File: config.mk
export PLATFORM = sky130hd
export DESIGN_NAME = rau_mul
export DESIGN_NICKNAME = d
export VERILOG_FILES = /design/src/design/rau_mul.sv
export SDC_FILE = /design/constraint.sdc
export NUM_CORES = 2
export LEC_CHECK = 0
export BUFFER_PORTS_ARGS = -buffer_cell sky130_fd_sc_hd__buf_2
export CAP_MARGIN = 40
export CORE_MARGIN = 3
export CORE_UTILIZATION = 60
export DETAILED_ROUTE_END_ITERATION = 12
export PLACE_DENSITY = 0.79
export SETUP_SLACK_MARGIN = 0.15
export SYNTH_ARGS = -nofsm -noshare
export SYNTH_HDL_FRONTEND = slang
export SYNTH_SLANG_ARGS = --single-unit
File: constraint.sdc
create_clock -name clk_i -period 22 [get_ports clk_i]
set_input_delay 4.4 -clock clk_i [delete_from_list [all_inputs] [get_ports clk_i]]
set_output_delay 4.4 -clock clk_i [all_outputs]
set_load 0.005 [all_outputs]
File: src/design/rau_mul.sv
// Registered signed 34x34 multiplier, shared for all products.
module rau_mul (
  input  logic               clk_i,
  input  logic signed [33:0] a_i,
  input  logic signed [33:0] b_i,
  output logic signed [67:0] p_o
);

  // Register product
  always_ff @(posedge clk_i) begin
    p_o <= a_i * b_i;
  end

endmodule

Word level (Yosys, flattened, before mapping). Index checks and enable logic that the tools add are counted.

Register bits: 68. Output and inout bits: 68.

$mul: 1.

Operators with widths (count): multiplier 34 x 34 -> 68 bit (1).

Depth between registers and ports, before layout.
Word-level depth: 1. Mapped depth: 31. Gate-level depth less buffers: 29.

Least setup slack after synthesis. Ideal clock, no wire load.

Path kind: input-to-reg. Start point: in a_i[33]. End point: reg p_o[65]. Setup time: 0.072 ns. Data arrival time: 11.818 ns. Path slack: 10.110 ns. Stages: 24. Path buffers: 2. Path through: clkbuf_1 -> nand2_1 -> inv_1 -> fa_1 -> fa_1 -> fa_1 -> fa_1 -> inv_1 -> fa_1 -> fa_1 -> fa_1 -> fa_1 -> inv_1 -> ha_1 -> clkdlybuf4s50_2 -> nand3_1 -> or2_2 -> nor2_1 -> a221oi_1 -> o21ai_0 -> a31oi_2 -> nor2_2 -> o41ai_2 -> xnor2_1.

Longest elaborated chain between the ends: 1.

RTL lines: from (decl) (line 4) `input logic signed [33:0] a_i,`; multiplier 34 x 34 -> 68 bit (line 11) `p_o <= a_i * b_i;`; to (signal assigned) (line 11); to (decl) (line 6) `output logic signed [67:0] p_o`.

No other way between the ends.

Final worst setup path.
Start point: in a_i[33]. End point: reg p_o[67].

Same word-level chain as after synthesis.

==> out/metrics.yaml <==
routing:
  wl_met2_mm: 54.4
  drtAntennaViolNets: 0
  drt_iter0_markers: 2042
  post_drt_wl_per_cell_um: 20.8
  wl_met3_mm: 11.2
  vias: 30600
  drc: 0
  drt-pass1-iter-count: 7
  top_layer_used: "met4"
  wirelength_met1_mm: 42.0
  drt_wl_total_mm: 113
  via_per_inst: 5.61
floorplan:
  core.rowCount: 97
  die_w_um: 274
  io_pins: 137
  die-area_um2: 75000
  dieHeight_um: 274
  start_util_pct: 61.0
  core-area_um2: 70500
yosys:
  seq_area_frac_synth_pct: 3.16
  ys.flop_type: "dfxtp_1"
  netlist_top_cells_area: "fa_1 58%, inv_1 11%, and2_1 9.0%, ha_1 5.9%, nand2_1 4.7%"
  syn_avg_cell_area_um2: 9.45
  synth_area_um2: 43000
  yosysWarnings: 0
  synth_fp_nets: 6068
  synth_edf_count: 0
  ys_types: 69
  yosysTopAreaCellShare_pct: 57.7
  netlist_instances: 4554
  yosys.area.top_type: "fa_1"
  synth-async-reset-ratio_pct: 0
  synth-seq-cells: 68
global_route:
  track_usage_pct: 32.4
  grt_pass1_vias: 34600
  gr-total-overflow: 0
  grt_max_degree: 35
  antenna_found_initial: 2
  grt_pass1_wl_mm: 186
clocking:
  postCtsHoldBufs: 0
  h-tree-depth: 3
  cts_resized: 0
  cts_sinks: 68
  cts_tree: "built"
  clockBufferDepth: 2
  clkSlewWorstSetupHoldPaths_ns: 0.08
  numCtsBuffers: 9
  post-cts-setup-buffers: 0
  cts_root_buf: "clkbuf_16"
run_status:
  run_status: "completed"
final_layout:
  synthToLayoutAreaGrowth_pct: 3.94
  largest_reg_flops: 68
  num_antenna_cells: 0
  layout_commonest_cell: "fa_1"
  multiInputGateArea_um2: 36100
  layout-drive-gt1-share_pct: 4.81
  fillers: 5605
  mostFrequentLayoutCells: "1241 x fa_1, 1231 x inv_1, 621 x and2_1"
  register_area_um2: 1360
  top_register: "p_o"
  top_regs: "p_o: 68 flops"
  nets: 6020
setup_path:
  critPathArrivalTime_ns: 12.61
  cp-end-kind: "register"
  cpMaxStageDelayCell: "fa_1"
  cp_top_family: "adder cells"
  worst-setup-path-type: "in -> reg"
  path_buf_inv: 8
  crit_path_start: "a_i[33]"
  cp_common_cell: "fa_1"
  critPathRequiredTime_ns: 22.29
  worstPathMaxFanout: 34
  slowest_delay_ns: 0.74
  startpoint_type: "primary input"
worst_hold_path:
  min_from: "b_i[0]"
  min_path_type: "in -> reg"
  worstHoldPathCells: 2
  holdPathEnd: "p_o[0]"
placement:
  gp_congestion: 0.996
  hpwl_mm: 87.3
  io_buffers: 136
sta:
  hold_viol: 0
  worst_slew_pin_slew_ns: 1.01
  finalMaxSlewViolations: 0
  max_slew_margin_pct: 32.4
  grt_setup_unrepaired: "no"
  min_period_ns: 12.32
  fmax_mhz: 81.2
  fin_crit_sh_pct: 56.0
  setup-violations-final: 0
  finalSetupTns_ns: 0
run:
  drv_cap: 0
layout make-up:
type                            count  area share, %
Multi-Input combinational cell   3026           80.8
Inverter                         1232           10.3
Sequential cell                    68           3.04
Tap cell                          940           2.63
Timing Repair Buffer              169           2.48
Clock buffer                        9          0.504
Clock inverter                      7          0.185
per-layer routing:
layer	up-vias	GRT usage, %
li1	12700	-
met2	1598	52.9
met5	-	0
met1	15900	42.1
met4	0	14.2
met3	360	7.05
Yosys cell counts, types with 31 or more instances:
cell type	number
o21ai_0	31
nand2_1	542
clkbuf_1	214
xnor2_1	56
nor2_1	54
ha_1	204
dfxtp_1	68
a21o_1	37
a21oi_1	61
and2_1	621
fa_1	1241
inv_1	1231
cells by family after synthesis:
group	count (synthesis)	share of synthesized area [%]
buffers and inverters	1460	12.8
adder cells (fa/ha/maj)	1445	63.7
AND/OR/NAND/NOR	1296	15.4
AO/OA/AOI/OAI	206	3.35
XOR/XNOR	79	1.61
flip-flops	68	3.16
how the worst max path moves through the flow:
stage	to	cells past startpoint
floorplan	p_o[65]	24
global placement	p_o[66]	21
detailed placement	p_o[67]	28
CTS	p_o[66]	24
global route	p_o[67]	28
finish	p_o[67]	28
through the flow:
stage	instance area [um^2]	cells	util (%)	worst slack, ns	hold slack [ns]
final	44700	5451	63.4	9.68	4.66
after detailed placement	44400	5435	63.0	9.37	4.78
after global placement	44100	5423	62.6	9.29	4.78
after global routing	44700	5451	63.4	9.36	4.66
after floorplan	43000	4554	-	10.11	4.53
after CTS	44700	5451	63.4	9.78	4.62
Power is left out: the tool's default activity adds up to more than one toggle a clock period on the data nets, which glitch-free logic cannot reach.
