===== src/design/rau_pkg.sv =====
package rau_pkg;

  localparam int unsigned KindW = 3;

  // Operation codes
  localparam logic [KindW-1:0] KIND_ADD = 3'd0;
  localparam logic [KindW-1:0] KIND_SUB = 3'd1;
  localparam logic [KindW-1:0] KIND_MUL = 3'd2;
  localparam logic [KindW-1:0] KIND_DIV = 3'd3;
  localparam logic [KindW-1:0] KIND_CMP = 3'd4;

  typedef struct packed {
    logic [KindW-1:0]   kind;
    logic signed [31:0] a_num;
    logic signed [31:0] a_den;
    logic signed [31:0] b_num;
    logic signed [31:0] b_den;
  } req_t;

  typedef struct packed {
    logic signed [63:0] res_num;
    logic [61:0]        res_den;
    logic               is_less;
    logic               is_equal;
    logic               is_greater;
    logic               div_by_zero;
  } rsp_t;

  // Control between sequencer and the shared divider
  typedef struct packed {
    logic        start;
    logic [63:0] dividend;
    logic [63:0] divisor;
  } div_req_t;

  typedef struct packed {
    logic        done;
    logic [63:0] quot;
    logic [63:0] rem;
  } div_rsp_t;

endpackage


===== src/design/rau_div.sv =====
// Restoring divider, one quotient bit per cycle.
module rau_div (
  input  logic              clk_i,
  input  logic              rst_ni,
  input  rau_pkg::div_req_t req_i,
  output rau_pkg::div_rsp_t rsp_o
);

  logic [63:0] quot_q, quot_d;
  logic [64:0] rem_q, rem_d;
  logic [63:0] dvs_q, dvs_d;
  logic [6:0]  cnt_q, cnt_d;
  logic        busy_q, busy_d;
  logic        done_q, done_d;
  logic [64:0] shifted;
  logic [64:0] diff;

  assign shifted = {rem_q[63:0], quot_q[63]};
  assign diff    = shifted - {1'b0, dvs_q};

  // Load operands on start, else advance one step of shift and subtract
  always_comb begin
    quot_d = quot_q;
    rem_d  = rem_q;
    dvs_d  = dvs_q;
    cnt_d  = cnt_q;
    busy_d = busy_q;
    done_d = 1'b0;
    if (req_i.start) begin
      quot_d = req_i.dividend;
      rem_d  = '0;
      dvs_d  = req_i.divisor;
      cnt_d  = '0;
      busy_d = 1'b1;
    end else if (busy_q) begin
      if (!diff[64]) begin
        rem_d  = diff;
        quot_d = {quot_q[62:0], 1'b1};
      end else begin
        rem_d  = shifted;
        quot_d = {quot_q[62:0], 1'b0};
      end
      cnt_d = cnt_q + 7'd1;
      if (cnt_q == 7'd63) begin
        busy_d = 1'b0;
        done_d = 1'b1;
      end
    end
  end

  always_ff @(posedge clk_i or negedge rst_ni) begin
    if (!rst_ni) begin
      busy_q <= 1'b0;
      done_q <= 1'b0;
      cnt_q  <= '0;
    end else begin
      busy_q <= busy_d;
      done_q <= done_d;
      cnt_q  <= cnt_d;
    end
  end

  always_ff @(posedge clk_i) begin
    quot_q <= quot_d;
    rem_q  <= rem_d;
    dvs_q  <= dvs_d;
  end

  assign rsp_o.done = done_q;
  assign rsp_o.quot = quot_q;
  assign rsp_o.rem  = rem_q[63:0];

`ifndef SYNTHESIS
  a_done_after_busy: assert property (@(posedge clk_i) disable iff (!rst_ni)
    done_q |-> !busy_q) else $error("divider done while busy");
  a_rem_lt_dvs: assert property (@(posedge clk_i) disable iff (!rst_ni)
    (done_q && dvs_q != 64'd0) |-> (rem_q < {1'b0, dvs_q}))
    else $error("remainder not below divisor");
  a_start_idle: assert property (@(posedge clk_i) disable iff (!rst_ni)
    req_i.start |=> busy_q) else $error("divider did not start");
`endif

endmodule


===== config.mk =====
export PLATFORM = sky130hd
export DESIGN_NAME = rau_div
export DESIGN_NICKNAME = d
export VERILOG_FILES = /design/src/design/rau_pkg.sv /design/src/design/rau_div.sv
export SDC_FILE = /design/constraint.sdc
export NUM_CORES = 1
export LEC_CHECK = 0
export ABC_AREA = 1
export BUFFER_PORTS_ARGS = -buffer_cell sky130_fd_sc_hd__clkbuf_2
export CAP_MARGIN = 20
export CORE_MARGIN = 4
export CORE_UTILIZATION = 54
export DETAILED_ROUTE_END_ITERATION = 8
export PLACE_DENSITY = 0.78
export SLEW_MARGIN = 20
export SYNTH_ARGS = -nofsm -noshare
export SYNTH_HDL_FRONTEND = slang
export SYNTH_SLANG_ARGS = --single-unit

===== constraint.sdc =====
create_clock -name clk_i -period 3.8 [get_ports clk_i]
set_clock_uncertainty 0.1 [all_clocks]
set_input_delay 0.19 -clock clk_i [delete_from_list [all_inputs] [get_ports clk_i]]
set_output_delay 0.19 -clock clk_i [all_outputs]
set_load 0.02 [all_outputs]

Yosys cells after proc, flatten, opt, wreduce, memory -nomap -nowiden
Cells that the tools add are included.
{ "word_totals": {"output_inout_bits": 129, "regBits": 201, "word_cells": 22, "inputBits": 131} }
{ "op_classes": {"n_eq_ne": 1, "addsub": 2, "muxes": 12, "n_reduce_logical": 1} }
{ "op_table": {"columns": ["operator", "count"], "rows": [
  ["$mux W64", 3],
  ["$sub A65 B64 Y65", 1],
  ["$mux W7", 2],
  ["$add A7 B1 Y7 const B", 1],
  ["$eq A7 B6 Y1 const B", 1],
  ["$mux W1", 7],
  ["$reduce_bool A2 Y1", 1]
]} }

Longest topological paths before layout
{ "logic_depth": {"word_depth": 4, "mapped_depth": 21, "ltp_nobuf": 19} }

Worst setup path before layout
OpenSTA, ideal clock, no wires.
{ "synth_timing": {"path_kind": "register -> register", "start": "register quot_q[63]", "end": "register quot_q[0] (data pin)", "stages_incl_launch_ff": 20, "synth_period_minus_slack_ns": 2.709, "t_arrival_ns": 2.343, "required_time_ns": 3.434, "setup_time_ns": 0.266, "n_path_buf": 2, "path_slack_ns": 1.091, "path_cell_list": "edfxtp_1 > inv_1 > ha_1 > fa_1 > inv_1 > nand2_1 > nand2_1 > nand3_1 > nand2_2 > nand2_1 > nand2_2 > nand2_1 > nand2_2 > nand2_2 > nand2_2 > nand2_1 > nand2_1 > buf_6 > buf_6 > o21ai_1"} }
{ "synth_via": {"elab_chain_cells": 4} }
{ "synth_lines": {"columns": ["element", "line", "source"], "rows": [
  ["from (decl)", "rau_div.sv:9", "logic [63:0] quot_q, quot_d;"],
  ["from (signal assigned)", "rau_div.sv:64", "quot_q <= quot_d;"],
  ["$sub A65 B64 Y65", "rau_div.sv:19", "assign diff = shifted - {1'b0, dvs_q};"],
  ["$mux W1", "rau_div.sv:36", "if (!diff[64]) begin"],
  ["$mux W64", "rau_div.sv:35", "end else if (busy_q) begin"],
  ["$mux W64", "rau_div.sv:29", "if (req_i.start) begin"],
  ["net quot_d[0]", "rau_div.sv:9", null]
]} }
The timed path passes the listed nets, and every way through them passes these cells. The select of a mux whose other input is x is not followed.
A chain may end at the register's enable or synchronous reset.

Worst setup path in the final report
{ "layout_timing": {"start": "register quot_q[63]", "end": "register rem_q[3]"} }
{ "layout_via": {"elab_chain_cells": 2} }
{ "layout_lines": {"columns": ["element", "line", "source"], "rows": [
  ["$sub A65 B64 Y65", "rau_div.sv:19", null],
  ["$mux W64", "rau_div.sv:36", null],
  ["to (signal assigned)", "rau_div.sv:65", "rem_q <= rem_d;"],
  ["to (decl)", "rau_div.sv:10", "logic [64:0] rem_q, rem_d;"]
]} }
No other way between the ends.

==> flow_summary.toml <==
[setup_path]
arrival_ns = 3.49
critPathLaunch = "quot_q[63]"
cp-end-kind = "flip-flop"
worstReg2RegStart = "quot_q[63]"
crit_slowest_cell = "fa_1"
critPathRequiredTime_ns = 4.12
reg2reg_depth = 20
path_depth = 20
criticalPathCategory = "flip-flop to flip-flop"
path_buf_inv = 3
cp_slowest_stage_delay_ns = 0.42
crit_chain = "inv_1, ha_1, fa_1, inv_1, nand2_1, nand2_1, nand3_1, nand2_2, nand2_1, nand2_2, nand2_1, nand2_2, nand2_2, nand2_2, nand2_4, nand2_2, buf_4, nand2_1, nand3_1, nand2_1"
critPathLaunchType = "flip-flop"
crit_path_max_fanout = 33
crit_family = "simple AND/OR/NAND/NOR gates"

[floorplan]
die_y_um = 171.6
dieArea_um2 = 29460
rows = 59
initial_utilization = 0.5518
coreArea_um2 = 26210
io_pins = 260
fp.dieW_um = 171.6

[routing]
drt-total-wl_mm = 48.31
wl_per_cell_um = 15.93
via_count = 15130
drc_errors = 0
first_pass_iters = 6
routed_via_density = 4.988
antenna_left = 0
first_iter_violations = 1290

[timing]
tightest_slew_ns = 1.008
setup_viol = 0
setup_ws_ns = 0.6341
maxSlewHeadroom = 0.3270
hold_viol_final = 0
fin_crit_sh = 0.8331
tns_ns = 0
max_freq_mhz = 315.9
rsz0062_at_grt = "false"
whs_ns = 0.1253
post-route-min-period_ns = 3.166
slew_viol_final = 0

[placement]
place_congestion = 0.9546
place_hpwl_mm = 35.57
numPortBuffers = 259
pre_cts_ws_ns = 0.6665

[synth]
synth_fa_ha_area_frac = 0.05763
yosys.cell_types.count = 36
synthTopCellsByArea = "nand2_1, edfxtp_1, inv_1"
synth_compound_area_frac = 0.02561
synth_top_cells_by_count = "nand2_1, inv_1, edfxtp_1"
ys_ff_latch = 201
yosys_most_used_dff = "edfxtp_1"
synthesis.nets = 2499
synth_edf_count = 128
synth_area_leader_cell = "nand2_1"
ys_seq_area_frac = 0.3700
syn_avg_cell_area_um2 = 6.282
yosys_warnings = 0
syn_area_um2 = 14460
synthXorXnorAreaFrac = 0.01878
yosysMostFrequentCell = "nand2_1"
synth_top_family_by_area = "simple AND/OR/NAND/NOR gates"
synthSimpleGateAreaFrac = 0.3791
netlist_instances = 2302
synthMuxAreaShare = 0
synth_top_area_share = 0.2840
ys_async_sr_fraction = 0.04478

[grt]
first_global_vias = 14620
grt_pass1_wl_mm = 76.17
antenna_found_initial = 1
grt_max_degree = 66
grt_overflow_total = 0
grt_use_total = 0.3236

[power]
p_seq_frac = 0.468
p_leak_nw = 10.56
p_int_mw = 3.962
irDropWorstVdd_mv = 0.3890
p_per_area_nw_per_um2 = 300.3
p_comb_frac = 0.152
power_frac_clock = 0.380
power_mw = 5.412
p_sw_mw = 1.449
swShare = 0.2678

[clock_tree]
cts_buffer_depth = 3
clkTransAtPathRegs_ns = 0.06
cts_max_level = 1
cts_tree = "done"
worstSkewPairLatency_ns = 0.53
cts-root-buf = "clkbuf_16"
cts_buffers = 22
post_cts_buffers = 0
cts_num_sinks = 201

[layout]
drive_above_1_share = 0.1187
area_growth_pct = 24.61
fillers = 2153
nets = 2877

[run]
drv_cap = 0

[min_path]
min_path_cells = 1
hp-start = "req_i[128]"
hold_class = "input port to flip-flop"

[outcome]
outcome = "completed"
layout make-up:
type | count | area [um^2] | share of cell area
multi-input combinational | 1548 | 6974 | 0.3871
antenna | 1 | 2.502 | 0.0001389
timing repair buffer | 398 | 2680 | 0.1487
inverter | 509 | 1911 | 0.1060
sequential | 201 | 5350 | 0.2969
clock inverter | 3 | 65.06 | 0.003611
tap | 335 | 419.2 | 0.02326
clock buffer | 37 | 616.8 | 0.03423
cell families after synthesis:
family | count (synthesis)
DFF | 201
xor gates and xnor gates | 31
buffers and inverters | 553
adders and majority gates | 66
AOI/OAI and AO/OA | 71
and+or+nand+nor | 1380
path summary, 6_finish.rpt:
check	to	slack, ns
min in group asynchronous	cnt_q[4]	0.57
min	dvs_q[5]	0.13
min reg2reg	rem_q[36]	0.39
max	rem_q[3]	0.63
max in group asynchronous	cnt_q[1]	2.72
max reg2reg	rem_q[3]	0.63
placed cells by master (no fill, tap or decap), types with 14 or more instances in the layout:
| master | n |
|---|---|
| nand2_1 | 1093 |
| clkbuf_1 | 14 |
| dfxtp_1 | 64 |
| nand3_1 | 125 |
| ha_1 | 65 |
| clkbuf_2 | 258 |
| edfxtp_1 | 128 |
| xnor2_1 | 26 |
| clkbuf_16 | 22 |
| dlygate4sd3_1 | 130 |
| inv_1 | 504 |
| nor2_1 | 107 |
| o21ai_0 | 14 |
| a21oi_1 | 51 |
layer usage:
metal  vias to the layer above  global-route usage  wire length, um  share of wire
met1                      6756              0.4215            20390           0.42
li1                       7622                   -                -              -
met4                         0             0.09025             1430          0.030
met5                         -                   0                0              0
met2                       669              0.5647            22930           0.47
met3                        78             0.04459             3563          0.074
flip-flops by register name, summed over array words and instances, names as in the netlist:
register  count
busy_q        1
quot_q       64
rem_q        64
dvs_q        64
cnt_q         7
done_q        1
power by group through the flow:
| stage | clock [mW] | combinational [mW] | sequential, mW |
|---|---|---|---|
| 2_1_floorplan | 0 | 0.352 | 2.63 |
| 3_3_place_gp | 0 | 0.679 | 2.56 |
| 3_5_place_dp | 0 | 0.690 | 2.56 |
| 4_1_cts | 2.09 | 0.797 | 2.52 |
| 5_1_grt | 2.17 | 0.902 | 2.54 |
| 6_report | 2.06 | 0.823 | 2.53 |
worst register-to-register path: stages, from the launching register on:
cell	delay (ns)
edfxtp_1	0.35
inv_1	0.06
ha_1	0.23
fa_1	0.42
inv_1	0.12
nand2_1	0.06
nand2_1	0.06
nand3_1	0.08
nand2_2	0.14
nand2_1	0.08
nand2_2	0.15
nand2_1	0.09
nand2_2	0.13
nand2_2	0.10
nand2_2	0.10
nand2_4	0.08
nand2_2	0.07
buf_4	0.33
nand2_1	0.13
nand3_1	0.12
nand2_1	0.06
stage by stage:
| stage | util | cell area [um^2] | instances |
|---|---|---|---|
| 2_1_floorplan | - | 14460 | 2302 |
| 3_3_place_gp | 0.6118 | 16030 | 2861 |
| 3_5_place_dp | 0.6118 | 16030 | 2861 |
| 4_1_cts | 0.6875 | 18020 | 3031 |
| 5_1_grt | 0.6876 | 18020 | 3032 |
| 6_report | 0.6876 | 18020 | 3032 |
repair_timing:
item / in CTS / in global routing
gates resized for setup: 0 / 0
hold buffers: 130 / 0
endpoints found under the setup margin: 0 / 0
hold endpoints to repair: 137 / 0
No activity file was read; power rests on OpenSTA's default activity.
